## config.mk

```make
export PLATFORM = sky130hd
export DESIGN_NAME = oplpf_ctrl
export DESIGN_NICKNAME = d
export VERILOG_FILES = /design/src/rtl/oplpf_pkg.sv /design/src/rtl/oplpf_ctrl.sv
export SDC_FILE = /design/constraint.sdc
export NUM_CORES = 1
export LEC_CHECK = 0
export ABC_AREA = 1
export BUFFER_PORTS_ARGS = -buffer_cell sky130_fd_sc_hd__buf_2
export CORE_MARGIN = 4
export CORE_UTILIZATION = 40
export CTS_BUF_LIST = sky130_fd_sc_hd__clkbuf_16
export DETAILED_ROUTE_END_ITERATION = 10
export PLACE_DENSITY = 0.71
export SYNTH_ARGS = -nofsm -noshare
export SYNTH_HDL_FRONTEND = slang
export SYNTH_SLANG_ARGS = --single-unit
export TNS_END_PERCENT = 1
```

## constraint.sdc

```tcl
create_clock -name clk -period 1.2 [get_ports clk]
set_clock_uncertainty 0.15 [all_clocks]
set_input_delay 0 -clock clk [delete_from_list [all_inputs] [get_ports clk]]
set_output_delay 0 -clock clk [all_outputs]
set_load 0.1 [all_outputs]
```

## src/rtl/oplpf_pkg.sv

```systemverilog
package oplpf_pkg;

    localparam int SAMPLE_BITS_DEF  = 24;
    localparam int EXP2_ENTRIES_DEF = 64;

    localparam int KNOB_W      = 17;
    localparam int SR_W        = 20;
    localparam int CV_W        = 24;
    localparam int CV_FRAC     = 18;
    localparam int Y_W         = 32;
    localparam int CFG_INDEX_W = 2;
    localparam int CFG_DATA_W  = 20;
    localparam int OCT_W       = 26;
    localparam int U_W         = 23;
    localparam int K_W         = 5;
    localparam int TAB_W       = 32;
    localparam int PROD_W      = 57;
    localparam int HZ_RAW_W    = 38;
    localparam int HZ_W        = 36;
    localparam int BND_A_W     = 35;
    localparam int BND_B_W     = 18;
    localparam int DIV_W       = 41;
    localparam int ALPHA_W     = 24;
    localparam int DIV_STEPS   = 24;
    localparam int DIV_CNT_W   = 5;

    localparam logic [SR_W-1:0]    SR_RESET    = 20'd44100;
    localparam logic [24:0]        C4_Q16      = 25'd17145895;
    localparam logic [26:0]        TWO_PI_Q24  = 27'd105414357;
    localparam logic [63:0]        LN2_Q30     = 64'd744261118;
    localparam logic [63:0]        ONE_Q30     = 64'd1 << 30;
    localparam logic signed [OCT_W-1:0] OCT_LOW  = -26'sd2359296;
    localparam logic signed [OCT_W-1:0] OCT_HIGH = 26'sd2883584;
    localparam logic [HZ_W-1:0]    HZ_MIN      = 36'd65536;
    // 0.45 * fs in Q.16 is fs * 147456 / 5 = fs * 29491 + fs / 5
    localparam logic [14:0]        BND_MUL     = 15'd29491;
    localparam logic [19:0]        BND_RECIP   = 20'd838861;
    localparam int                 BND_SHIFT   = 22;
    localparam int                 Y_SHIFT     = 24;

    typedef enum logic [CFG_INDEX_W-1:0] {
        CFG_CUTOFF_KNOB  = 2'd0,
        CFG_CV_CONNECTED = 2'd1,
        CFG_SAMPLE_RATE  = 2'd2
    } cfg_reg_t;

    typedef struct packed {
        logic load_in;
        logic octave;
        logic interp;
        logic lerp;
        logic scale;
        logic clamp;
        logic omega;
        logic div_step;
        logic upd_mul;
        logic upd_add;
        logic emit;
    } dp_cmd_t;

    typedef struct packed {
        logic out_free;
    } dp_status_t;

    // taylor series of exp(t), t in Q.30
    function automatic logic [63:0] exp2_series(input logic [63:0] t);
        logic [63:0] term;
        logic [63:0] sum;
        term = ONE_Q30;
        sum  = ONE_Q30;
        for (int n = 1; n <= 14; n++) begin
            term = ((term * t) >> 30) / 64'(n);
            sum  = sum + term;
        end
        return sum;
    endfunction

endpackage

```

## src/rtl/oplpf_ctrl.sv

```systemverilog
module oplpf_ctrl (
    input  logic                   clk,
    input  logic                   rst_n,
    input  logic                   in_valid,
    output logic                   in_stall,
    input  oplpf_pkg::dp_status_t  status,
    output oplpf_pkg::dp_cmd_t     cmd
);
    import oplpf_pkg::*;

    typedef enum logic [3:0] {
        S_IDLE,
        S_OCT,
        S_INTERP,
        S_LERP,
        S_SCALE,
        S_CLAMP,
        S_OMEGA,
        S_DIV,
        S_UPD_MUL,
        S_UPD_ADD,
        S_EMIT
    } state_t;

    state_t               state_reg;
    state_t               state_next;
    logic [DIV_CNT_W-1:0] cnt_reg;
    logic [DIV_CNT_W-1:0] cnt_next;

    always_comb
    begin
        state_next = state_reg;
        cnt_next   = cnt_reg;
        cmd        = '0;
        case (state_reg)
            S_IDLE:
            begin
                cmd.load_in = in_valid;
                if (in_valid)
                begin
                    state_next = S_OCT;
                end
            end
            S_OCT:
            begin
                cmd.octave = 1'b1;
                state_next = S_INTERP;
            end
            S_INTERP:
            begin
                cmd.interp = 1'b1;
                state_next = S_LERP;
            end
            S_LERP:
            begin
                cmd.lerp   = 1'b1;
                state_next = S_SCALE;
            end
            S_SCALE:
            begin
                cmd.scale  = 1'b1;
                state_next = S_CLAMP;
            end
            S_CLAMP:
            begin
                cmd.clamp  = 1'b1;
                state_next = S_OMEGA;
            end
            S_OMEGA:
            begin
                cmd.omega  = 1'b1;
                cnt_next   = '0;
                state_next = S_DIV;
            end
            S_DIV:
            begin
                cmd.div_step = 1'b1;
                cnt_next     = cnt_reg + 1'b1;
                if (cnt_reg == DIV_CNT_W'(DIV_STEPS - 1))
                begin
                    state_next = S_UPD_MUL;
                end
            end
            S_UPD_MUL:
            begin
                cmd.upd_mul = 1'b1;
                state_next  = S_UPD_ADD;
            end
            S_UPD_ADD:
            begin
                cmd.upd_add = 1'b1;
                state_next  = S_EMIT;
            end
            S_EMIT:
            begin
                cmd.emit = status.out_free;
                if (status.out_free)
                begin
                    state_next = S_IDLE;
                end
            end
            default:
            begin
                state_next = S_IDLE;
            end
        endcase
    end

    assign in_stall = (state_reg != S_IDLE);

    always_ff @(posedge clk or negedge rst_n)
    begin
        if (!rst_n)
        begin
            state_reg <= S_IDLE;
            cnt_reg   <= '0;
        end
        else
        begin
            state_reg <= state_next;
            cnt_reg   <= cnt_next;
        end
    end

endmodule

```

# After elaboration in Yosys (flattened, before gate mapping)
# Cells that the tools add are included.
# Widths: inputs -> output; s select.
# classes
add_sub_neg	1
n_eq_ne	14
muxes	16
n_reduce_logical	4
# ops
op	n
$pmux 4 s11	1
$eq 4x3->1 const B	4
$eq 4x4->1 const B	3
$mux 4	3
$mux 1	11
$pmux 5 s2	1
$eq 4x2->1 const B	2
$ne 2x2->1 const B	3
$add 5x1->5 const B	1
$eq 5x5->1 const B	1
$eq 4x1->1 const B	1
$logic_not 4->1	1
$reduce_bool 4->1	1
$reduce_and 3->1	1
$reduce_bool 2->1	1
# word_totals
register_bits	9
in_bits	4
word_cells	37

# Longest topological paths before layout
# Gate-level depths: netlist (run 1).
# depth
ltp_word	3
mapped_depth	7

# Worst setup path after synthesis (run 1)
# Ideal clock, no wire load.
# synth_timing
kind	reg2out
startpoint	register state_reg[1]
endpoint	output port cmd[0] (netlist bit)
t_arrival_ps	3454
required_time_ps	1050
path_slack_ps	-2404
path_stages_with_launch	5
path_buffers	0
path_cell_list	dfrtp_1 -> inv_1 -> nor2_1 -> inv_1 -> nor4_1
# synth_lines
item	line_no	source
start, declared	oplpf_ctrl.sv:25	state_t state_reg;
start signal, assigned	oplpf_ctrl.sv:120	state_reg <= state_next;
end, declared	oplpf_ctrl.sv:7	output oplpf_pkg::dp_cmd_t cmd

==> impl_summary.md, run 1 <==
Status
The run finished, with violations left. The final reports fail on hold timing, setup timing.

Setup path
Along the worst path, the maximum fanout reaches 3. The kind of cell with the highest combined delay along the critical path is buffers and inverters. STA classifies the critical path endpoint as an output port.

The worst reg2reg path endpoint is state_reg[0]$_DFFE_PN0P_. The critical path arrival is 1450 ps. The worst register-to-register path begins at state_reg[3]$_DFFE_PN0P_. The type of origin of the critical path is a flop.

The data required time at the worst endpoint is 1050 ps. Measured in cells, the most critical reg-to-reg path has a length of 6. The slowest stage of the critical path belongs to the cell dfrtp_1. For this run, the slowest stage of the critical path takes between 400 and 500 ps. Together, buffers and inverters on the worst path number 3. Across all register-to-register paths, the minimum setup slack is -190 ps. The critical path goes through inv_2 > buf_4 > nor4_4 > buf_12.

The setup path with the least slack is of type flop to output port.

STA
Setup violations remaining at the end of the flow were counted as 21. The worst path uses 133% of the clock period. Setup repair after global routing could not meet its margin everywhere.

After routing, the total negative slack on setup checks comes to -4340 ps. The transition at the pin with the smallest max-transition slack is approximately 300 ps. After layout, the worst setup slack is -398 ps.

Subtracting the final worst setup slack from the clock period gives between 1500 and 2000 ps. The hold slack is -1.01 ps. The worst pin sits at a relative slew slack of between 80% and 90%.

The max-slew violation count is 0. The hold violation total from the final report is 5. For this run, the top clock speed supported by timing is 626 MHz.

Detailed routing
The number of nets with antenna violations after routing is 0. Detailed routing placed a total of 117 um of wire on met3. The detailed-route DRC error count is 0. The met1 wire length is about 740 um. The routed design uses 1060 um of met2 wire. The via count is 682. The highest metal layer carrying signal wires in the routed design is met4. Wires add up to roughly 2000 um. The detailed router finished its first iteration with 15 violations. The detail-routed net length per standard cell is 15.7 um. The first-pass iteration count of the detailed router is 7. The vias per cell is 5.41.

GRT
The total track usage is around 20%. The maximum number of pins on one net before global-route repair is 10. The total grt overflow is 0. The number of global-route vias before repair was 669. The number of antenna violations at the first check in global routing is 0. The global-route wire length before repair is 2960 um.

Clock network
The level count of the clock H-tree is 1. No sink is reached through more buffers than the 2 on the longest clock path. The CTS clock-pin slew for the worst setup and hold paths is approximately 40 ps. TritonCTS created 3 clock buffers. Clock tree synthesis selected as its root buffer the cell clkbuf_16. The TritonCTS clock tree is built. The insertion delay of the later-clocked pin in the worst-skew pair is 240 ps. The count of clock tree sinks is 9.

Cells and area
The post-synthesis to final-layout area growth is 104%. After the flow finishes, the layout carries non-filler instances totaling between 100 and 150. The register with the most flip-flops in the layout has 5 of them. In the final layout, the share of cells above drive strength 1 is 59.5%. The final layout contains approximately 120 nets. The repair_antennas step left the layout with diodes totalling 0.

Floorplan
The floorplan die width is around 46 um. The height of the chip is approximately 46 um. After floorplanning, the core was divided into 13 placement rows. The core footprint is ~1300 um^2. For this configuration, the core starts out at a cell density of a little over two fifths.

The die covers about 2100 um^2. In this run the count of I/O pins placed on the die edge is 16.

Placed design
The worst setup slack after placement is -132 ps. During placement, the flow inserted port buffers numbering 15. After detailed placement, the design holds a cell count of 120. The congestion estimate from routability-driven global placement came to 0.877. Once detailed placement completed, the half-perimeter wirelength came to 1290 um.

Job
The tool flagged a number of max-cap violations equal to 0.

Hold path
The path class of the tightest hold or removal check is input pin to async pin.

Synthesis
After synthesis, the largest area contributor takes up 39.4% of total cell area. When the netlist entered floorplanning its net count stood at 80. The cell count after synthesis is between 70 and 80. The number of distinct standard cells referenced by the synthesized netlist is 22. The sequential fraction of the synthesis area is 39.4%. In this run the cell area of the synthesized design comes to roughly 570 um^2. By area the synthesized netlist is led by dfrtp_1 (39%), nor2_1 (9.8%), inv_1 (8.5%), nand2_1 (7.2%), nand3_1 (4.4%). The cell type with the highest aggregate area in the netlist is dfrtp_1.

The average instance in the mapped netlist occupies 7.62 um^2. The number of warnings issued by yosys is 0. The register bit total from synthesis is 9.
worst max-delay path by stage:
stage,start,to,slack [ps],depth (start not counted)
after floorplan,state_reg[1]$_DFFE_PN0P_,cmd[0],-610,4
after global placement,state_reg[2]$_DFFE_PN0P_,cmd[10],-90,5
after detailed placement,state_reg[3]$_DFFE_PN0P_,state_reg[0]$_DFFE_PN0P_,-130,6
after CTS,state_reg[1]$_DFFE_PN0P_,cmd[0],-360,5
after global routing,state_reg[3]$_DFFE_PN0P_,cmd[0],-430,4
final,state_reg[3]$_DFFE_PN0P_,cmd[0],-400,4
worst reg2reg max path: stages (launching register included):
cell     delay [ps]
dfrtp_1         410
inv_2            80
buf_4           160
nor2_1          110
nand3_1         140
nand4_1         130
nand2_1          90
per-layer routing:
metal,global-route usage (%),vias up
met5,0,-
met4,3.98,0
met3,7.51,10
met2,35.1,27
met1,24.0,329
li1,-,316
synth_stat cells:
cell type,n
a21oi_1,2
a22o_1,1
dfrtp_1,9
ha_1,1
inv_1,13
inv_2,1
nand2_1,11
nand2_2,1
nand2_4,2
nand3_1,5
nand4_1,1
nor2_1,15
nor2_4,1
nor2_8,1
nor3_1,2
nor4_1,1
o211ai_1,2
o21ai_0,2
o21ai_1,1
o22ai_1,1
o31ai_2,1
xor2_1,1
final cells by class:
type / instances / area [um^2]
Clock buffer: 3 / 75.1
Clock inverter: 1 / 3.75
Fill cell: 52 / 149
Inverter: 14 / 52.6
Multi-Input combinational cell: 52 / 392
Sequential cell: 9 / 229
Tap cell: 15 / 18.8
Timing Repair Buffer: 32 / 398
cells in the final DEF, fill, tap and decap left out, types with 3 or more instances in the layout:
cell,count
buf_4,15
buf_12,13
inv_1,9
nand2_1,7
inv_2,6
nor2_1,6
dfrtp_1,6
nor2_2,5
nor2_4,5
nand3_1,5
nand2_2,4
nand2_4,3
clkbuf_16,3
buf_2,3
dfrtp_2,3
cells by family (layout without fill, tap and decap cells):
| kind of cell | count (synthesis) | count (layout) | synth area share, % |
|---|---|---|---|
| compound gates | 10 | 10 | 11.8 |
| xor+xnor | 1 | 1 | 1.53 |
| fa+ha+maj | 1 | 1 | 2.19 |
| buf+inv | 14 | 50 | 9.19 |
| flops | 9 | 9 | 39.4 |
| simple gates | 40 | 40 | 35.9 |
through the flow:
stage	cell area, um^2	util (%)
floorplan	649	-
global placement	1050	79.6
detailed placement	1050	79.6
CTS	1140	86.9
global route	1170	88.7
finish	1170	88.7
timing repair:
action                                 in CTS  in global routing
setup endpoints to repair                  21                 21
hold buffers                                1                  0
setup buffers                               0                  1
gates resized for setup                     5                  8
pin swaps                                   1                  1
endpoints found under the hold margin       9                  0
Power of run 1 is left out: the tool's default activity adds up to more than one toggle a clock period on the data nets, which glitch-free logic cannot reach.
==> inputs of run 2 (changes only) <==
--- a/config.mk
+++ b/config.mk
@@ -5,13 +5,13 @@
 export SDC_FILE = /design/constraint.sdc
 export NUM_CORES = 1
 export LEC_CHECK = 0
-export ABC_AREA = 1
 export BUFFER_PORTS_ARGS = -buffer_cell sky130_fd_sc_hd__buf_2
 export CORE_MARGIN = 4
-export CORE_UTILIZATION = 40
+export CORE_UTILIZATION = 44
 export CTS_BUF_LIST = sky130_fd_sc_hd__clkbuf_16
 export DETAILED_ROUTE_END_ITERATION = 10
-export PLACE_DENSITY = 0.71
+export PLACE_DENSITY = 0.77
+export SLEW_MARGIN = 15
 export SYNTH_ARGS = -nofsm -noshare
 export SYNTH_HDL_FRONTEND = slang
 export SYNTH_SLANG_ARGS = --single-unit
==> impl_summary.md, run 2 <==
Status
It got as far as clock tree synthesis (4_1_cts) and failed there. Result of the run: aborted with a tool error (was finished with violations). The first error in the log reads "[ERROR DPL-0033] detailed placement checks failed during check placement".

Floorplan
The initial standard-cell utilization of the core is 49.0% (was 43.4%). The count of boundary I/O pins is 16 (unchanged). The floorplan die width is 44.1 um (was 45.8 um). The height of the chip is 44.1 um (was 45.8 um). The cell row count was 12 (was 13).

Synthesis
List of most frequent post-synthesis cells: dfrtp_1 (9), nor3_1 (7), nor2_1 (6), inv_1 (5), nand2_1 (5) (was nor2_1 (15), inv_1 (13), nand2_1 (11), dfrtp_1 (9), nand3_1 (5)). The register bit total from synthesis is 9 (unchanged). The library cell with the highest instance count after synthesis is dfrtp_1 (was nor2_1). The dominant synthesized flop cell was dfrtp_1 (unchanged). The number of distinct standard cells referenced by the synthesized netlist is 25 (was 22). The share of synthesized cell area in and, or, nand and nor gates is 26.8% (was 35.9%). The share of the synthesized netlist area taken by xor and xnor gates is 3.05% (was 1.53%).

The cell type with the highest aggregate area in the netlist is dfrtp_1 (unchanged). The number of synthesized flops with an enable pin is 0 (unchanged). The mux contribution to synthesized area is 3.70% (was 0%). The area share of the largest cell type after synthesis was 39.2% (was 39.4%).

The post-synthesis instance area is 574 um^2 (was 572 um^2). The sequential fraction of the synthesis area is 39.2% (was 39.4%). The number of nets in the synthesized netlist is 72 (was 80). The synthesized-area fraction occupied by ao, oa, aoi and oai cells is 16.6% (was 11.8%). Biggest area contributors in the synthesized netlist: dfrtp_1 (39%), nor3_1 (6.1%), a22o_1 (4.6%), nand2b_1 (4.4%), nor2_1 (3.9%) (was dfrtp_1 (39%), nor2_1 (9.8%), inv_1 (8.5%), nand2_1 (7.2%), nand3_1 (4.4%)).

The area share of fa/ha/maj cells after synthesis is 2.18% (was 2.19%). The largest family of logic cells by synthesized area is simple AND/OR/NAND/NOR gates (unchanged). The mean area per synthesized cell is 8.57 um^2 (was 7.62 um^2).

The cell count after synthesis is 67 (was 75). The proportion of synthesized flip-flops having asynchronous set or reset is 100% (unchanged). The number of warnings issued by yosys came to 0 (unchanged).

Clock network
The number of buffers created by CTS is 3 (unchanged). The number of buffers inserted to repair setup after CTS was 0 (unchanged). The clock tree buffer depth is 2 (unchanged). The level count of the clock H-tree is 1 (unchanged). The hold buffer count at CTS is 2 (was 1). The number of instances resized during post-cts repair was 16 (was 5). The count of clock tree sinks is 9 (unchanged). The clock tree root buffer cell is clkbuf_16 (unchanged).

Placed design
The cell area after placement came to 1010 um^2 (was 1050 um^2). The weighted congestion at the end of routability-driven global placement came to 0.757 (was 0.877). The post-detailed-placement half-perimeter wirelength is 1500 um (was 1290 um). The number of buffers added on ports came to 15 (unchanged).
## run 2: changes by cell type after synthesis, sizes merged, moves of 4 or more
cell / change
nor3: +5
nand2: -9
nand2b: +4
buf: +5
nor2: -11
inv: -9
## run 2: cells by family after synthesis
group | after synthesis
XOR/XNOR | 2
AO/OA/AOI/OAI | 14
buffers and inverters | 10
flip-flops | 9
AND/OR/NAND/NOR | 29
multiplexers | 2
adder cells (fa/ha/maj) | 1
## run 2: per-stage QoR
step | instances | hold WS (ps) | setup WS (ps) | setup TNS, ps
2_1_floorplan | 67 | -446 | -658 | -6930
3_3_place_gp | 107 | -291 | -201 | -2630
3_5_place_dp | 107 | -293 | -259 | -3480
==> inputs of run 3 (changes only) <==
--- a/config.mk
+++ b/config.mk
@@ -6,11 +6,10 @@
 export NUM_CORES = 1
 export LEC_CHECK = 0
 export BUFFER_PORTS_ARGS = -buffer_cell sky130_fd_sc_hd__buf_2
-export CORE_MARGIN = 4
-export CORE_UTILIZATION = 44
-export CTS_BUF_LIST = sky130_fd_sc_hd__clkbuf_16
+export CORE_AREA = 4 4 65 67
 export DETAILED_ROUTE_END_ITERATION = 10
-export PLACE_DENSITY = 0.77
+export DIE_AREA = 0 0 69 71
+export PLACE_DENSITY_LB_ADDON = 0.15
 export SLEW_MARGIN = 15
 export SYNTH_ARGS = -nofsm -noshare
 export SYNTH_HDL_FRONTEND = slang
==> constraint.sdc (replaced) <==
create_clock -name clk -period 1.6 [get_ports clk]
set_clock_uncertainty 0.15 [all_clocks]
set_input_delay 0 -clock clk [delete_from_list [all_inputs] [get_ports clk]]
set_output_delay 0 -clock clk [all_outputs]
set_load 0.1 [all_outputs]
==> impl_summary.md, run 3 <==
Synthesis
The number of warnings issued by yosys is 0 (unchanged). The dominant synthesized flop cell is dfrtp_1 (unchanged). The library cell with the highest instance count after synthesis is dfrtp_1 (unchanged).

The cell count after synthesis is 67 (unchanged). The area share of the largest cell type after synthesis is 39.2% (unchanged). List of most frequent post-synthesis cells: dfrtp_1 (9), nor3_1 (7), nor2_1 (6), inv_1 (5), nand2_1 (5) (unchanged).

Biggest area contributors in the synthesized netlist: dfrtp_1 (39%), nor3_1 (6.1%), a22o_1 (4.6%), nand2b_1 (4.4%), nor2_1 (3.9%) (unchanged). The proportion of synthesized flip-flops having asynchronous set or reset is 100% (unchanged). The cell type with the highest aggregate area in the netlist is dfrtp_1 (unchanged).

The register bit total from synthesis is 9 (unchanged). The number of nets in the synthesized netlist came to 72 (unchanged). The mean area per synthesized cell is 8.57 um^2 (unchanged). The number of distinct standard cells referenced by the synthesized netlist came to 25 (unchanged).

The number of synthesized flops with an enable pin is 0 (unchanged). The sequential fraction of the synthesis area came to 39.2% (unchanged). The post-synthesis instance area is 574 um^2 (unchanged).

Cells and area
The proportion of layout cells with a drive suffix above 1 is 44.1%. The post-route core utilization is 29.9%. In the layout the commonest cells are buf_12 (11), dfrtp_1 (9), buf_4 (8). The cell area after layout is approximately 1100 um^2. The non-filler instance count after layout is 141. The number of antenna diodes in the final layout is 0. The area growth from synthesis to layout is 88.9%.

Fill cells in the final layout number 385. Leaving out fill and tap cells, the most frequent cell in the layout is buf_12. The number of nets in the layout is a little under 100. The register with the most flip-flops in the layout has 5 of them.

Placed design
The weighted congestion at the end of routability-driven global placement is 0.690 (was 0.757). The number of cells after detailed placement came to 132 (was 107). The cell area after placement is 973 um^2 (was 1010 um^2). The post-detailed-placement half-perimeter wirelength is 1170 um (was 1500 um).

The number of buffers added on ports is 15 (unchanged).

Hold path
The count of cells along the worst hold path is 1. The worst min-delay path category is flop to flop.

Floorplan
The initial standard-cell utilization of the core is 15.8% (was 49.0%). The height of the chip came to 71 um (was 44.1 um). The floorplan die width is 69 um (was 44.1 um). The count of boundary I/O pins is 16 (unchanged).

After floorplanning, the core was sized to cover roughly 3600 um^2. The area of the die is between 4000 and 5000 um^2. The cell row count is 22 (was 12).

Setup path
Data on the critical path is required at its endpoint by 1450 ps. STA classifies the critical path startpoint as a flop. The maximum fanout count along the critical path is 4. The critical path is of the flop to output port type. The signal on the critical path passes through or4_4 > nor2_4 > buf_12. Grouping stages by cell kind, the critical path spends the most delay in simple AND/OR/NAND/NOR gates. The total stage count of the critical path is 3. The number of buffers and inverters on the critical path is 1. The highest-delay cell along the critical path is or4_4. The highest cell delay on the worst timing path is 560 ps. Counting cells, the worst reg-to-reg path comes to 3. The element type at the critical path end is an output port. The critical path arrival is ~1500 ps.

STA
The final worst slack is -38.0 ps. Setup repair after global routing could not meet its margin everywhere. The maximum achievable frequency is 610 MHz.

The hold violation total from the final report is 0. The worst path in the final design needs a cycle of 1640 ps, including I/O delays and setup. The final setup violation count is 1.

The final critical path takes up 102% of the cycle. Measured against its own limit, the worst slew margin works out to roughly 78%. The max-slew violation count is 0. The transition at the pin with the smallest max-transition slack is roughly 330 ps.

Detailed routing
Dividing the detail-routed via count by the number of cells gives between 4 and 5. The routed layout has ~570 vias. For this run, design rule violations remaining after detail routing come to 0. The first-pass iteration count of the detailed router is 3.

The number of nets with antenna violations after routing is 0. The number of DRC violations after detailed-routing iteration 0 is 18. The detail-routed net length per standard cell is 10.8 um. For this block, the routed nets add up to about 1500 um of wire.

GRT
The total track usage is 7.25%. The number of antenna violations at the first check in global routing came to 0. Entering global routing, the biggest net connects 13 pins. The number of global-route vias before repair is slightly above 600. The total grt overflow is 0.

The global-route wire length before repair is roughly 2800 um.

Clock network
The number of buffers inserted to repair setup after CTS came to 0 (unchanged). The clock tree root buffer cell is clkbuf_8 (was clkbuf_16). The clock tree buffer depth is 2 (unchanged). The number of buffers created by CTS is 3 (unchanged). TritonCTS built the clock tree. Clock-pin slew was measured on the worst setup and hold paths at 40 ps. The level count of the clock H-tree is 1 (unchanged).

The count of clock tree sinks is 9 (unchanged). The insertion delay of the later-clocked pin in the worst-skew pair is between 200 and 250 ps.

Job
The number of max-cap violations is 0.

Status
Result of the run: finished with violations (was aborted with a tool error). The checks that failed: setup timing.
[run 3: cell counts after synthesis]
No cell type changed its count.
[run 3: area by class of cell]
type | count | area [um^2] | share of cell area [%]
multi-input cells | 48 | 390 | 36.0
repair buffers | 27 | 345 | 31.8
flip-flops and latches | 9 | 225 | 20.8
well taps | 48 | 60.1 | 5.54
clock buffers | 4 | 45.0 | 4.15
inverters | 5 | 18.8 | 1.73
[run 3: cells by family (layout without fill, tap and decap cells)]
logic type	count (synthesis)	in the layout	share of synthesized area, %
XOR/XNOR	2	2	3.05
multiplexers	2	2	3.70
adder cells (fa/ha/maj)	1	1	2.18
buffers and inverters	10	36	8.50
flip-flops	9	9	39.2
AND/OR/NAND/NOR	29	29	26.8
AO/OA/AOI/OAI	14	14	16.6
[run 3: worst paths after layout]
check / start / end / slack (ps)
hold reg to reg: cnt_reg[2]$_DFFE_PN0P_ / cnt_reg[2]$_DFFE_PN0P_ / 380
max in group asynchronous: rst_n / state_reg[1]$_DFFE_PN0P_ / 560
setup / recovery: state_reg[0]$_DFFE_PN0P_ / cmd[10] / -40
setup reg to reg: state_reg[0]$_DFFE_PN0P_ / state_reg[3]$_DFFE_PN0P_ / 160
min in group asynchronous: rst_n / cnt_reg[3]$_DFFE_PN0P_ / 540
hold / removal: cnt_reg[2]$_DFFE_PN0P_ / cnt_reg[2]$_DFFE_PN0P_ / 380
[run 3: worst register-to-register path, stage by stage, from the launching register on]
cell and delay [ps]:
dfrtp_1 400, or4_4 560, nor2_1 140, a211oi_1 60
[run 3: layer usage]
| layer | global-route usage [%] | wire length, um |
|---|---|---|
| met5 | 0 | 0 |
| met4 | 5.21 | 51 |
| met3 | 1.85 | 35 |
| met2 | 11.5 | 758 |
| met1 | 8.44 | 681 |
[run 3: metrics by stage]
stage / setup TNS (ps) / setup WS [ps] / hold WS (ps)
finish: -38.0 / -38.0 / 381
detailed placement: 0 / 150 / -288
floorplan: -1820 / -360 / -446
global placement: 0 / 104 / -287
CTS: -110 / -58.9 / 382
global route: -442 / -98.3 / 416
[run 3: repair_timing]
item                       in CTS  in global routing
cloned                          0                  0
hold endpoints to repair       11                  0
hold buffers                    5                  0
pin swaps                       1                  1
gates resized for setup         3                  3
setup endpoints to repair       6                 11
Power of run 3 is left out for the same reason.
==> inputs of run 4 (changes only) <==
--- a/config.mk
+++ b/config.mk
@@ -9,6 +9,7 @@
 export CORE_AREA = 4 4 65 67
 export DETAILED_ROUTE_END_ITERATION = 10
 export DIE_AREA = 0 0 69 71
+export MAX_ROUTING_LAYER = met4
 export PLACE_DENSITY_LB_ADDON = 0.15
 export SLEW_MARGIN = 15
 export SYNTH_ARGS = -nofsm -noshare
==> impl_summary.md, run 4 (synthesized netlist as in run 3, its figures left out) <==
Status
Result of the run: finished with violations (unchanged). Violations in the final reports: setup timing (unchanged).

Floorplan
The area of the die is 4900 um^2 (unchanged). The initial standard-cell utilization of the core is 15.8% (unchanged). The floorplan die width is 69 um (unchanged). The cell row count is 22 (unchanged). The count of boundary I/O pins is 16 (unchanged). The height of the chip is 71 um (unchanged).

The core footprint is 3630 um^2 (unchanged).

Cells and area
The most common cell after layout, fill and taps aside was buf_12 (unchanged). The proportion of layout cells with a drive suffix above 1 is 44.1% (unchanged). Most used cells in the layout excluding fill and tap cells: buf_12 (11), dfrtp_1 (9), buf_4 (8) (unchanged).

The post-synthesis to final-layout area growth is 88.9% (unchanged). The non-filler instance count after layout is 141 (unchanged). The post-route core utilization is 29.9% (unchanged). The number of flip-flops in the largest register is 5 (unchanged). The cell area after layout came to 1080 um^2 (unchanged). The number of antenna diodes came to 0 (unchanged). The number of nets in the layout came to 99 (unchanged).

Detailed routing
The detailed-route DRC error count is 0 (unchanged). The total routed wirelength is 1530 um (about the same). The via count came to 572 (unchanged). The number of nets with antenna violations after routing is 0 (unchanged).

The first-pass iteration count of the detailed router is 3 (unchanged). The vias per cell is 4.06 (unchanged). The detail-routed net length per standard cell is 10.8 um (about the same).

The number of DRC violations after detailed-routing iteration 0 is 18 (unchanged).

STA
The hold violation total from the final report is 0 (unchanged). The final worst slack was -38.7 ps (was -38.0 ps). The share of the cycle needed by the critical path after routing is 102% (about the same). The final setup violation count came to 1 (unchanged). The worst relative slew slack is 77.6% (unchanged). Setup repair after global routing missed its margin: true (unchanged). The shortest clock period the worst path allows after layout was 1640 ps (about the same). The max-slew violation count is 0 (unchanged).

The transition at the pin with the smallest max-transition slack is 332 ps (unchanged). The maximum achievable frequency is 610 MHz (about the same).

Placed design
The weighted congestion at the end of routability-driven global placement is 0.697 (was 0.690). The post-detailed-placement half-perimeter wirelength is 1170 um (unchanged). The worst setup slack after placement came to 150 ps (unchanged). The number of buffers added on ports is 15 (unchanged). The number of cells after detailed placement was 132 (unchanged). The cell area after placement is 973 um^2 (unchanged).

Clock network
The number of buffers created by CTS was 3 (unchanged). The level count of the clock H-tree is 1 (unchanged). The insertion delay of the later-clocked pin in the worst-skew pair is 230 ps (about the same).

The TritonCTS clock tree is built (unchanged). The CTS clock-pin slew for the worst setup and hold paths is 40 ps (about the same). The clock tree buffer depth came to 2 (unchanged).

The count of clock tree sinks is 9 (unchanged). The clock tree root buffer cell is clkbuf_8 (unchanged).

Setup path
The highest-delay cell along the critical path is or4_4 (unchanged). The type of the setup path with the least slack was flop to output port (unchanged). The data required time at the worst endpoint is 1450 ps (about the same).

The type of origin of the critical path is a flop (unchanged). Critical path, cell by cell: or4_4 > nor2_4 > buf_12 (unchanged). The element type at the critical path end is an output port (unchanged). The highest cell delay on the worst timing path came to 560 ps (about the same). The critical path arrival is 1490 ps (about the same). The maximum fanout count along the critical path is 4 (unchanged).

Hold path
The worst min-delay path category is flop to flop (unchanged).

GRT
The number of global-route vias before repair is 622 (was 623). The total grt overflow is 0 (unchanged). The number of antenna violations at the first check in global routing is 0 (unchanged). The maximum number of pins on one net before global-route repair was 13 (unchanged).

The global-route wire length before repair came to 2850 um (was 2840 um). The total track usage was 7.46% (was 7.25%).

Job
The number of max-cap violations is 0 (unchanged).
## run 4: cell counts in the layout (fill, tap and decap cells not counted)
No cell type changed its count.
## run 4: through the flow
step | hold slack (ps) | setup TNS (ps)
after floorplan | -446 | -1820
after global placement | -287 | 0
after detailed placement | -288 | 0
after CTS | 382 | -110
after global routing | 416 | -442
final | 381 | -38.7
## run 4: final timing paths
check,end,from,slack (ps),depth (start not counted)
max in group asynchronous,state_reg[1]$_DFFE_PN0P_,rst_n,570,3
worst min-delay path,cnt_reg[2]$_DFFE_PN0P_,cnt_reg[2]$_DFFE_PN0P_,380,1
worst min register to register,cnt_reg[2]$_DFFE_PN0P_,cnt_reg[2]$_DFFE_PN0P_,380,1
min in group asynchronous,cnt_reg[3]$_DFFE_PN0P_,rst_n,540,3
worst max register to register,state_reg[3]$_DFFE_PN0P_,state_reg[0]$_DFFE_PN0P_,160,3
worst max-delay path,cmd[10],state_reg[0]$_DFFE_PN0P_,-40,3
## run 4: per-layer routing
layer	part of all wire [%]	vias to the layer above	global-route usage, %
li1	-	288	-
met1	45	271	8.44
met2	50	8	11.5
met3	2.2	5	1.85
met4	3.3	0	5.21
met5	0	-	-
## run 4: layout make-up
class | count | area, um^2
fillers | 385 | 2550
multi-input cells | 48 | 390
repair buffers | 27 | 345
flip-flops and latches | 9 | 225
well taps | 48 | 60.1
clock buffers | 4 | 45.0
inverters | 5 | 18.8
## run 4: worst max-delay path: cells and delay by family (launching register included)
kind	cells	cell delay (ps)
AND/OR/NAND/NOR	2	680
buffers and inverters	1	180
flip-flops	1	400
## run 4: repair_timing
item                                   in CTS  in global routing
buffers inserted                            0                  0
hold buffers                                5                  0
pin swaps                                   1                  1
endpoints found under the hold margin      11                  0
resized for setup                           3                  3
setup endpoints to repair                   6                 11
Power of run 4 is left out for the same reason.
